## src/ofmd_pkg.sv

```systemverilog
// shared types, constants and table functions for the octant force to motor drive block
package ofmd_pkg;

  localparam int FORCE_W    = 8;
  localparam int THETA_W    = 9;
  localparam int DRIVE_W    = 13;
  localparam int NUM_MOTORS = 8;
  localparam int MOTOR_W    = 3;
  localparam int OCT_W      = 3;
  localparam int TIDX_W     = 7;
  localparam int QUARTER    = 90;
  localparam int HALF_TURN  = 180;
  localparam int FULL_TURN  = 360;
  localparam int OCT_SPAN   = 45;
  localparam int PART_MAX   = 10;
  localparam int CMP_BASE   = 2000;
  localparam int CMP_TOP    = 4199;
  localparam int QDEPTH     = 2;
  localparam int QPTR_W     = $clog2(QDEPTH);
  localparam int QCNT_W     = $clog2(QDEPTH + 1);
  localparam logic [63:0] PI_Q30 = 64'd3373259426;

  typedef logic [MOTOR_W-1:0] motor_t;
  typedef logic [DRIVE_W-1:0] drive_t;

  typedef struct packed {
    logic   diag_cos;
    logic   diag_neg;
    logic   orth_neg;
    motor_t diag_motor;
    motor_t orth_motor;
  } oct_rule_t;

  typedef struct packed {
    logic [TIDX_W-1:0] idx;
    logic              neg;
  } trig_ref_t;

  // one classified transaction as handed from the front end to the back end
  typedef struct packed {
    logic [FORCE_W-1:0] force_val;
    logic [TIDX_W-1:0]  t_idx;
    logic               t_neg;
    logic [TIDX_W-1:0]  u_idx;
    logic               u_neg;
    motor_t             diag_motor;
    motor_t             orth_motor;
  } job_t;

  typedef struct packed {
    logic push;
  } q_ctl_t;

  function automatic oct_rule_t rule_of(input logic [OCT_W-1:0] oct);
    oct_rule_t r;
    case (oct)
      3'd0:    r = '{1'b0, 1'b0, 1'b0, 3'd1, 3'd0};
      3'd1:    r = '{1'b1, 1'b0, 1'b0, 3'd1, 3'd2};
      3'd2:    r = '{1'b1, 1'b1, 1'b0, 3'd2, 3'd3};
      3'd3:    r = '{1'b0, 1'b0, 1'b1, 3'd3, 3'd4};
      3'd4:    r = '{1'b0, 1'b1, 1'b1, 3'd4, 3'd5};
      3'd5:    r = '{1'b1, 1'b1, 1'b1, 3'd5, 3'd6};
      3'd6:    r = '{1'b1, 1'b0, 1'b1, 3'd6, 3'd7};
      default: r = '{1'b0, 1'b1, 1'b0, 3'd7, 3'd0};
    endcase
    return r;
  endfunction

  // angle in 0..359 folded onto the first quadrant with a sign
  function automatic trig_ref_t fold_angle(input logic [THETA_W-1:0] a);
    trig_ref_t         t;
    logic [THETA_W-1:0] h;
    t.neg = (a >= THETA_W'(HALF_TURN));
    h     = t.neg ? a - THETA_W'(HALF_TURN) : a;
    t.idx = (h > THETA_W'(QUARTER)) ? TIDX_W'(THETA_W'(HALF_TURN) - h) : TIDX_W'(h);
    return t;
  endfunction

  // taylor series sine of r degrees in q30, evaluated at elaboration only
  function automatic longint q30_sine(input int r);
    logic [63:0] x;
    logic [63:0] x2;
    logic [63:0] term;
    longint      sum;
    x    = (64'(r) * PI_Q30 + 64'd90) / 64'd180;
    x2   = (x * x) >> 30;
    term = x;
    sum  = longint'(x);
    for (int k = 1; k <= 7; k++) begin
      term = ((term * x2) >> 30) / 64'((2 * k) * (2 * k + 1));
      if (k[0]) begin
        sum = sum - longint'(term);
      end else begin
        sum = sum + longint'(term);
      end
    end
    return sum;
  endfunction

  function automatic drive_t cmp_of(input logic [3:0] n);
    drive_t d;
    case (n)
      4'd0:    d = 13'd2000;
      4'd1:    d = 13'd2219;
      4'd2:    d = 13'd2439;
      4'd3:    d = 13'd2659;
      4'd4:    d = 13'd2879;
      4'd5:    d = 13'd3099;
      4'd6:    d = 13'd3319;
      4'd7:    d = 13'd3539;
      4'd8:    d = 13'd3759;
      4'd9:    d = 13'd3979;
      default: d = 13'd4199;
    endcase
    return d;
  endfunction

endpackage

```

## src/ofmd_front.sv

```systemverilog
// front end: accepts commands, finds the octant and the folded trig references
module ofmd_front (
  input  logic                         clk,
  input  logic                         rst_n,
  input  logic                         start,
  output logic                         busy,
  input  logic [ofmd_pkg::FORCE_W-1:0] in_force_req,
  input  logic [ofmd_pkg::THETA_W-1:0] in_theta,
  input  logic                         q_full,
  output ofmd_pkg::q_ctl_t             q_ctl,
  output ofmd_pkg::job_t               q_job
);
  import ofmd_pkg::*;

  logic                 f_valid_r, f_valid_nxt;
  job_t                 f_job_r, f_job_nxt;
  logic                 accept, advance;
  logic [OCT_W-1:0]     oct;
  logic [THETA_W-1:0]   s_ang;
  logic [THETA_W:0]     c_sum;
  logic [THETA_W-1:0]   c_ang;
  trig_ref_t            s_ref, c_ref;
  oct_rule_t            rule;

  always_comb begin
    oct = '0;
    for (int k = 1; k < NUM_MOTORS; k++) begin
      oct = oct + OCT_W'(in_theta >= THETA_W'(OCT_SPAN * k));
    end
    s_ang = (in_theta >= THETA_W'(FULL_TURN)) ? in_theta - THETA_W'(FULL_TURN) : in_theta;
    c_sum = {1'b0, in_theta} + (THETA_W + 1)'(QUARTER);
    c_ang = (c_sum >= (THETA_W + 1)'(FULL_TURN)) ? THETA_W'(c_sum - (THETA_W + 1)'(FULL_TURN))
                                                 : THETA_W'(c_sum);
    s_ref = fold_angle(s_ang);
    c_ref = fold_angle(c_ang);
    rule  = rule_of(oct);

    f_job_nxt.force_val  = in_force_req;
    f_job_nxt.t_idx      = rule.diag_cos ? c_ref.idx : s_ref.idx;
    f_job_nxt.t_neg      = (rule.diag_cos ? c_ref.neg : s_ref.neg) ^ rule.diag_neg;
    f_job_nxt.u_idx      = rule.diag_cos ? s_ref.idx : c_ref.idx;
    f_job_nxt.u_neg      = (rule.diag_cos ? s_ref.neg : c_ref.neg) ^ rule.orth_neg;
    f_job_nxt.diag_motor = rule.diag_motor;
    f_job_nxt.orth_motor = rule.orth_motor;
  end

  assign busy        = f_valid_r && q_full;
  assign accept      = start && !busy;
  assign advance     = !f_valid_r || !q_full;
  assign f_valid_nxt = advance ? accept : f_valid_r;

  assign q_ctl.push = f_valid_r && !q_full;
  assign q_job      = f_job_r;

  always_ff @(posedge clk) begin
    if (!rst_n) begin
      f_valid_r <= 1'b0;
    end else begin
      f_valid_r <= f_valid_nxt;
    end
  end

  always_ff @(posedge clk) begin
    if (accept) begin
      f_job_r <= f_job_nxt;
    end
  end

endmodule

```

## src/ofmd_queue.sv

```systemverilog
// short transaction queue between the front end and the back end
module ofmd_queue (
  input  logic             clk,
  input  logic             rst_n,
  input  ofmd_pkg::q_ctl_t q_ctl,
  input  ofmd_pkg::job_t   push_job,
  output logic             full,
  output logic             pop_valid,
  output ofmd_pkg::job_t   pop_job
);
  import ofmd_pkg::*;

  job_t              slot_r [QDEPTH];
  logic [QPTR_W-1:0] wr_ptr_r, wr_ptr_nxt;
  logic [QPTR_W-1:0] rd_ptr_r, rd_ptr_nxt;
  logic [QCNT_W-1:0] cnt_r, cnt_nxt;
  logic              pop;

  assign full      = (cnt_r == QCNT_W'(QDEPTH));
  assign pop_valid = (cnt_r != '0);
  assign pop       = pop_valid;
  assign pop_job   = slot_r[rd_ptr_r];

  always_comb begin
    wr_ptr_nxt = wr_ptr_r;
    rd_ptr_nxt = rd_ptr_r;
    if (q_ctl.push) begin
      wr_ptr_nxt = (wr_ptr_r == QPTR_W'(QDEPTH - 1)) ? '0 : wr_ptr_r + 1'b1;
    end
    if (pop) begin
      rd_ptr_nxt = (rd_ptr_r == QPTR_W'(QDEPTH - 1)) ? '0 : rd_ptr_r + 1'b1;
    end
    cnt_nxt = cnt_r + QCNT_W'(q_ctl.push) - QCNT_W'(pop);
  end

  always_ff @(posedge clk) begin
    if (!rst_n) begin
      wr_ptr_r <= '0;
      rd_ptr_r <= '0;
      cnt_r    <= '0;
    end else begin
      wr_ptr_r <= wr_ptr_nxt;
      rd_ptr_r <= rd_ptr_nxt;
      cnt_r    <= cnt_nxt;
    end
  end

  always_ff @(posedge clk) begin
    if (q_ctl.push) begin
      slot_r[wr_ptr_r] <= push_job;
    end
  end

endmodule

```

## src/ofmd_back.sv

```systemverilog
// back end: sine lookup, part products, compare mapping and motor routing
module ofmd_back #(
  parameter int TRIG_FRAC_BITS = 15
) (
  input  logic             clk,
  input  logic             rst_n,
  input  logic             job_valid,
  input  ofmd_pkg::job_t   job,
  output logic             res_valid,
  output ofmd_pkg::drive_t drive [ofmd_pkg::NUM_MOTORS]
);
  import ofmd_pkg::*;

  localparam int S     = TRIG_FRAC_BITS;
  localparam int ROM_W = (QUARTER + 1) * (S + 1);
  localparam int P_W   = FORCE_W + S + 1;
  localparam int Q_W   = FORCE_W + S + 2;
  localparam int THR_W = PART_MAX * P_W;

  function automatic logic [ROM_W-1:0] build_rom();
    logic [ROM_W-1:0] rom;
    longint           sum;
    logic [63:0]      v;
    rom = '0;
    for (int r = 0; r <= QUARTER; r++) begin
      sum = q30_sine(r);
      if (sum < 0) begin
        sum = 0;
      end
      v = (64'(sum) + (64'd1 << (29 - S))) >> (30 - S);
      if (v > (64'd1 << S)) begin
        v = 64'd1 << S;
      end
      rom[r * (S + 1) +: (S + 1)] = v[S:0];
    end
    return rom;
  endfunction

  // diagonal part reaches k once force*t*1000 >= k*707*2^S
  function automatic logic [THR_W-1:0] build_thr();
    logic [THR_W-1:0] thr;
    longint           num;
    longint           q;
    thr = '0;
    for (int k = 1; k <= PART_MAX; k++) begin
      num = longint'(k) * 707 * (longint'(1) << S);
      q   = (num + 999) / 1000;
      thr[(k - 1) * P_W +: P_W] = P_W'(q);
    end
    return thr;
  endfunction

  localparam logic [ROM_W-1:0] SINE_ROM = build_rom();
  localparam logic [THR_W-1:0] DIAG_THR = build_thr();

  // stage 1: table lookup with signs applied
  logic                      v1_r;
  logic signed [S+1:0]       ts_r, ts_nxt, us_r, us_nxt;
  logic [FORCE_W-1:0]        f1_r;
  motor_t                    dm1_r, om1_r;
  logic [S:0]                t_rom, u_rom;

  // stage 2: non-negative operands
  logic                      v2_r;
  logic [S:0]                dmag_r, dmag_nxt;
  logic [S+1:0]              wmag_r, wmag_nxt;
  logic signed [S+2:0]       w;
  logic [FORCE_W-1:0]        f2_r;
  motor_t                    dm2_r, om2_r;

  // stage 3: products
  logic                      v3_r;
  logic [P_W-1:0]            p_r, p_nxt;
  logic [Q_W-1:0]            q_r, q_nxt;
  motor_t                    dm3_r, om3_r;

  // stage 4: mapping and routing
  logic                      v4_r;
  drive_t                    drv_r [NUM_MOTORS];
  drive_t                    drv_nxt [NUM_MOTORS];
  logic [3:0]                n_d, n_o;
  logic [Q_W-S-1:0]          q_hi;

  always_comb begin
    t_rom  = SINE_ROM[job.t_idx * (S + 1) +: (S + 1)];
    u_rom  = SINE_ROM[job.u_idx * (S + 1) +: (S + 1)];
    ts_nxt = job.t_neg ? -$signed({1'b0, t_rom}) : $signed({1'b0, t_rom});
    us_nxt = job.u_neg ? -$signed({1'b0, u_rom}) : $signed({1'b0, u_rom});
  end

  always_comb begin
    w        = $signed({us_r[S+1], us_r}) - $signed({ts_r[S+1], ts_r});
    dmag_nxt = (ts_r > 0) ? ts_r[S:0] : '0;
    wmag_nxt = (w > 0) ? w[S+1:0] : '0;
  end

  always_comb begin
    p_nxt = P_W'(f2_r) * P_W'(dmag_r);
    q_nxt = Q_W'(f2_r) * Q_W'(wmag_r);
  end

  always_comb begin
    n_d = '0;
    for (int k = 0; k < PART_MAX; k++) begin
      n_d = n_d + 4'(p_r >= DIAG_THR[k * P_W +: P_W]);
    end
    q_hi = q_r[Q_W-1:S];
    n_o  = (q_hi > (Q_W - S)'(PART_MAX)) ? 4'(PART_MAX) : q_hi[3:0];
    for (int m = 0; m < NUM_MOTORS; m++) begin
      drv_nxt[m] = '0;
    end
    drv_nxt[dm3_r] = cmp_of(n_d);
    drv_nxt[om3_r] = cmp_of(n_o);
  end

  always_ff @(posedge clk) begin
    if (!rst_n) begin
      v1_r <= 1'b0;
      v2_r <= 1'b0;
      v3_r <= 1'b0;
      v4_r <= 1'b0;
    end else begin
      v1_r <= job_valid;
      v2_r <= v1_r;
      v3_r <= v2_r;
      v4_r <= v3_r;
    end
  end

  always_ff @(posedge clk) begin
    ts_r   <= ts_nxt;
    us_r   <= us_nxt;
    f1_r   <= job.force_val;
    dm1_r  <= job.diag_motor;
    om1_r  <= job.orth_motor;
    dmag_r <= dmag_nxt;
    wmag_r <= wmag_nxt;
    f2_r   <= f1_r;
    dm2_r  <= dm1_r;
    om2_r  <= om1_r;
    p_r    <= p_nxt;
    q_r    <= q_nxt;
    dm3_r  <= dm2_r;
    om3_r  <= om2_r;
    for (int m = 0; m < NUM_MOTORS; m++) begin
      drv_r[m] <= drv_nxt[m];
    end
  end

  assign res_valid = v4_r;
  assign drive     = drv_r;

endmodule

```

## src/octant_force_to_motor_drive_core.sv

```systemverilog
// top level of the octant force to motor drive block
//
//  channel   handshake         payload
//  command   start / busy      in_force_req[7:0], in_theta[8:0]
//  result    out_valid strobe  out_drive_1 .. out_drive_8 [12:0]
//
// one command per cycle is taken while busy is low; the back end pipeline never stalls
// each result strobes for one cycle
// a result passes the front register, a queue slot and four back end stages
// busy rises only with the queue full and the front register loaded
// synchronous active low reset empties the front register, queue and pipeline
module octant_force_to_motor_drive_core #(
  parameter int TRIG_FRAC_BITS = 15
) (
  input  logic                         clk,
  input  logic                         rst_n,
  input  logic                         start,
  output logic                         busy,
  input  logic [ofmd_pkg::FORCE_W-1:0] in_force_req,
  input  logic [ofmd_pkg::THETA_W-1:0] in_theta,
  output logic                         out_valid,
  output logic [ofmd_pkg::DRIVE_W-1:0] out_drive_1,
  output logic [ofmd_pkg::DRIVE_W-1:0] out_drive_2,
  output logic [ofmd_pkg::DRIVE_W-1:0] out_drive_3,
  output logic [ofmd_pkg::DRIVE_W-1:0] out_drive_4,
  output logic [ofmd_pkg::DRIVE_W-1:0] out_drive_5,
  output logic [ofmd_pkg::DRIVE_W-1:0] out_drive_6,
  output logic [ofmd_pkg::DRIVE_W-1:0] out_drive_7,
  output logic [ofmd_pkg::DRIVE_W-1:0] out_drive_8
);
  import ofmd_pkg::*;

  q_ctl_t q_ctl;
  job_t   q_in_job, q_out_job;
  logic   q_full, q_valid;
  drive_t drive [NUM_MOTORS];

  ofmd_front u_front (
    .clk          (clk),
    .rst_n        (rst_n),
    .start        (start),
    .busy         (busy),
    .in_force_req (in_force_req),
    .in_theta     (in_theta),
    .q_full       (q_full),
    .q_ctl        (q_ctl),
    .q_job        (q_in_job)
  );

  ofmd_queue u_queue (
    .clk       (clk),
    .rst_n     (rst_n),
    .q_ctl     (q_ctl),
    .push_job  (q_in_job),
    .full      (q_full),
    .pop_valid (q_valid),
    .pop_job   (q_out_job)
  );

  ofmd_back #(
    .TRIG_FRAC_BITS (TRIG_FRAC_BITS)
  ) u_back (
    .clk       (clk),
    .rst_n     (rst_n),
    .job_valid (q_valid),
    .job       (q_out_job),
    .res_valid (out_valid),
    .drive     (drive)
  );

  assign out_drive_1 = drive[0];
  assign out_drive_2 = drive[1];
  assign out_drive_3 = drive[2];
  assign out_drive_4 = drive[3];
  assign out_drive_5 = drive[4];
  assign out_drive_6 = drive[5];
  assign out_drive_7 = drive[6];
  assign out_drive_8 = drive[7];

endmodule

```

## config.mk

```make
export PLATFORM = sky130hd
export DESIGN_NAME = octant_force_to_motor_drive_core
export DESIGN_NICKNAME = d
export VERILOG_FILES = /design/src/ofmd_pkg.sv /design/src/ofmd_front.sv /design/src/ofmd_queue.sv /design/src/ofmd_back.sv /design/src/octant_force_to_motor_drive_core.sv
export SDC_FILE = /design/constraint.sdc
export NUM_CORES = 1
export LEC_CHECK = 0
export BUFFER_PORTS_ARGS = -buffer_cell sky130_fd_sc_hd__clkbuf_2
export CAP_MARGIN = 30
export CORE_ASPECT_RATIO = 0.9
export CORE_UTILIZATION = 60
export DETAILED_ROUTE_END_ITERATION = 16
export PLACE_DENSITY = 0.89
export REMOVE_ABC_BUFFERS = 1
export SLEW_MARGIN = 10
export SYNTH_ARGS = -nofsm -noshare
export SYNTH_HDL_FRONTEND = slang
export SYNTH_SLANG_ARGS = --single-unit
```

## constraint.sdc

```tcl
create_clock -name clk -period 15.4 [get_ports clk]
set_input_delay 2.31 -clock clk [delete_from_list [all_inputs] [get_ports clk]]
set_output_delay 2.31 -clock clk [all_outputs]
set_load 0.01 [all_outputs]
```

==> flow_summary_export.csv <==
group,metric,value,unit
sta,fmax,147.4,MHz
clocking,clk_latency,0.55,ns
route,drtPass1Iterations,7,
power,p_leak,11.62,nW
sta,hold_ws,0.3152,ns
floorplanning,fp.dieH,196.2,um
route,drc,0,
floorplanning,die_area,0.04274,mm^2
sta,clock-skew-final,0.03168,ns
clocking,htree_levels,2,
setup_path,critPathKind,"input port to register",
hold_path,worst_hold_path.endpoint,"u_back.dm2_r[0]",
clocking,clockBufferDepth,3,
hold_path,min_from,"u_back.dm1_r[0]",
grt,busiest_layer,"met2",
power,p_int,3.326,mW
setup_path,worstReg2RegEnd,"u_back.q_r[24]",
floorplanning,start_util,61.36,%
route,wl_per_cell,19.74,um
clocking,cts_resized,0,
grt,use_met2,51.03,%
power,switching_power,3.123,mW
grt,grt_pass1_vias,21620,
power,pwr-share-comb,65.1,%
sta,fin_crit_sh,44.05,%
yosys,ys_seq_elements,328,
outcome,outcome,"complete, no violations",
final_layout,fin_nets,3220,
sta,fin_setup_tns,0,ns
clocking,cts_root_buf,"clkbuf_16",
grt,grt_usage,30.95,%
yosys,avgSynthCellArea,8.932,um^2
power,p_per_area,238.1,mW/mm^2
clocking,cts_hold_buf,0,
power,swShare,48.43,%
yosys,synth_cell_types,99,
final_layout,nFillCells,3109,
setup_path,r2r_slack,9.28,ns
final_layout,multiInputGateArea,0.01596,mm^2
power,seqPwrFrac,21.9,%
yosys,yosys_warnings,0,
sta,hold_viol,0,
grt,grt_util_met3,5.829,%
setup_path,end_kind,"register",
floorplanning,fp-row-count,70,
sta,slew_headroom,32.77,%
route,drt_iter0_markers,2533,
clocking,cts.clk_slew.worst_paths,0.07,ns
yosys,syn_area,0.02515,mm^2
grt,grt_max_degree,66,
route,vias,21760,
clocking,cts.sinks,328,
final_layout,seqCellArea,0.007438,mm^2
floorplanning,core_area,0.04099,mm^2
yosys,yosysSeqAreaShare,29.57,%
yosys,synth_ff_type,"dfxtp_1",
setup_path,regToRegStartpoint,"u_back.f2_r[5]",
clocking,cts_tree,"built",
power,vdd_drop_max,0.3843,mV
grt,met1_usage,39.97,%
sta,setup_viol,0,
setup_path,critPathRequiredTime,15.66,ns
yosys,syn-instance-count,2816,
power,p_clk_share,13.0,%
hold_path,holdPathStages,0,
sta,worst_pin_slew,1.002,ns
grt,grt_first_pass_wirelength,107.4,mm
grt,antenna_found_initial,0,
route,wl,67.33,mm
setup_path,startpoint_type,"input port",
sta,rsz0062_at_grt,"false",
placed_design,portBuffers,125,
route,ant_nets,0,
placed_design,gp_congestion,0.9660,
final_layout,drive_gt1_share,9.613,%
final_layout,diodes,0,
final_layout,areaGrowthSynthToFinish,7.691,%
sta,final_max_slew_viol_count,0,
clocking,cts_made_buffers,35,
placed_design,place_hpwl,46.70,mm
sta,min_period,6.784,ns
setup_path,critPathMaxFanout,16,
clocking,cts_setup_buffers,0,
yosys,synth_edf_count,87,
setup_path,crit_arrival,7.04,ns
setup_path,r2r_cells,19,
hold_path,hold_path_class,"register to register",
job,cap_viol_max_count,0,
yosys,synth-async-reset-ratio,0,%
route,vias_per_cell,6.380,
grt,grt_overflow,0,
floorplanning,die_w,217.8,um
floorplanning,pin_count,126,
==> power groups by stage <==
stage | registers (mW) | clock network [mW] | logic [mW]
after floorplan | 1.37 | 0 | 3.01
after global placement | 1.40 | 0 | 3.79
after detailed placement | 1.42 | 0 | 3.99
after CTS | 1.40 | 0.841 | 4.11
after global routing | 1.43 | 0.876 | 4.66
final | 1.41 | 0.837 | 4.20
==> synth_stat cells, types with 31 or more instances <==
cell	number	area share, %
clkbuf_1	96	1.4
buf_2	31	0.62
nand2_1	270	4.0
inv_1	282	4.2
ha_1	170	8.5
nor2_1	180	2.7
nand3_1	42	0.84
xnor2_1	66	2.3
nor3_1	56	1.1
o21ai_0	126	2.5
fa_1	183	15
mux2i_1	33	1.3
and2_1	177	4.4
a21oi_1	166	3.3
a31oi_1	38	0.95
dfxtp_1	241	19
edfxtp_1	87	10
o22ai_1	106	2.6
==> how the worst max path moves through the flow <==
| stage | from | endpoint | slack (ns) | cells past startpoint |
|---|---|---|---|---|
| after CTS | in_theta[2] | u_front.q_job[18] | 8.74 | 22 |
| final | in_theta[2] | u_front.q_job[18] | 8.62 | 22 |
| after global placement | in_theta[2] | u_front.q_job[10] | 8.38 | 22 |
| after floorplan | register | u_back.us_r[14] | 8.46 | 14 |
| after detailed placement | in_theta[2] | u_front.q_job[18] | 8.21 | 22 |
| after global routing | in_theta[2] | u_front.q_job[18] | 8.35 | 22 |
==> kinds of logic (layout without fill, tap and decap cells) <==
kind of cell	Yosys count	after routing	synth area share, %
AO/OA/AOI/OAI	677	677	17.40
multiplexers	68	68	3.005
flip-flops	328	328	29.57
buffers and inverters	442	497	7.089
AND/OR/NAND/NOR	854	854	16.64
XOR/XNOR	94	94	3.273
adder cells (fa/ha/maj)	353	353	23.02
==> cells in the final DEF, fill, tap and decap left out, drive strengths merged, types with 38 or more instances in the layout <==
cell type    n
a31oi       38
and2       177
a21oi      168
o21ai      137
nor3        59
inv        291
fa         183
xnor2       66
nor2       181
clkbuf     171
edfxtp      87
ha         170
nand3       42
o22ai      106
nand2      271
dfxtp      241
==> per-layer routing <==
metal	up-vias	routed length [um]
met5	-	0
met1	10420	26630
met3	273	6376
met2	1283	31480
li1	9783	-
met4	0	2845
==> sequential cells by signal, indices dropped and copies added, names as in the netlist, 8 cells and up, named ones only <==
| register | flops |
|---|---|
| u_back.dmag_r | 16 |
| u_back.f1_r | 8 |
| u_back.drive | 96 |
| u_front.q_job | 29 |
| u_back.q_r | 10 |
| u_back.us_r | 17 |
| u_queue.slot_r | 58 |
| u_back.wmag_r | 17 |
| u_back.f2_r | 8 |
| u_back.p_r | 24 |
| u_back.ts_r | 17 |
==> area by class of cell <==
| type | instances | share of cell area, % |
|---|---|---|
| clock buffer | 45 | 3.409 |
| clock inverter | 16 | 0.6744 |
| inverter | 285 | 3.968 |
| multi-input combinational | 2046 | 58.92 |
| sequential | 328 | 27.46 |
| tap | 540 | 2.494 |
| timing repair buffer | 151 | 3.067 |
==> per-stage QoR <==
step	utilization (%)	cell area (um^2)	setup WS [ns]	cells	total power [mW]
finish	66.08	27090	8.616	3411	6.449
global route	66.08	27090	8.348	3411	6.967
CTS	66.00	27050	8.741	3408	6.350
detailed placement	63.30	25950	8.208	3347	5.402
global placement	63.30	25950	8.382	3347	5.192
floorplan	-	24440	8.455	2659	4.381
==> worst max-delay path: stages <==
cell and delay (ns):
clkbuf_2 0.32, ha_1 0.43, nand2_1 0.14, and2_1 0.20, ha_1 0.18, nand2_1 0.05
nor3_1 0.08, o31ai_2 0.40, nand2_1 0.19, xnor2_1 0.35, inv_1 0.15, ha_1 0.20
a21oi_1 0.20, and4_1 0.23, a221o_1 0.24, a21oi_4 0.13, xnor2_1 0.36, a211oi_2 0.13
o22a_2 0.27, o2111a_1 0.16, nor3_2 0.20, mux2i_1 0.11
(Power assumes the default switching activity.)
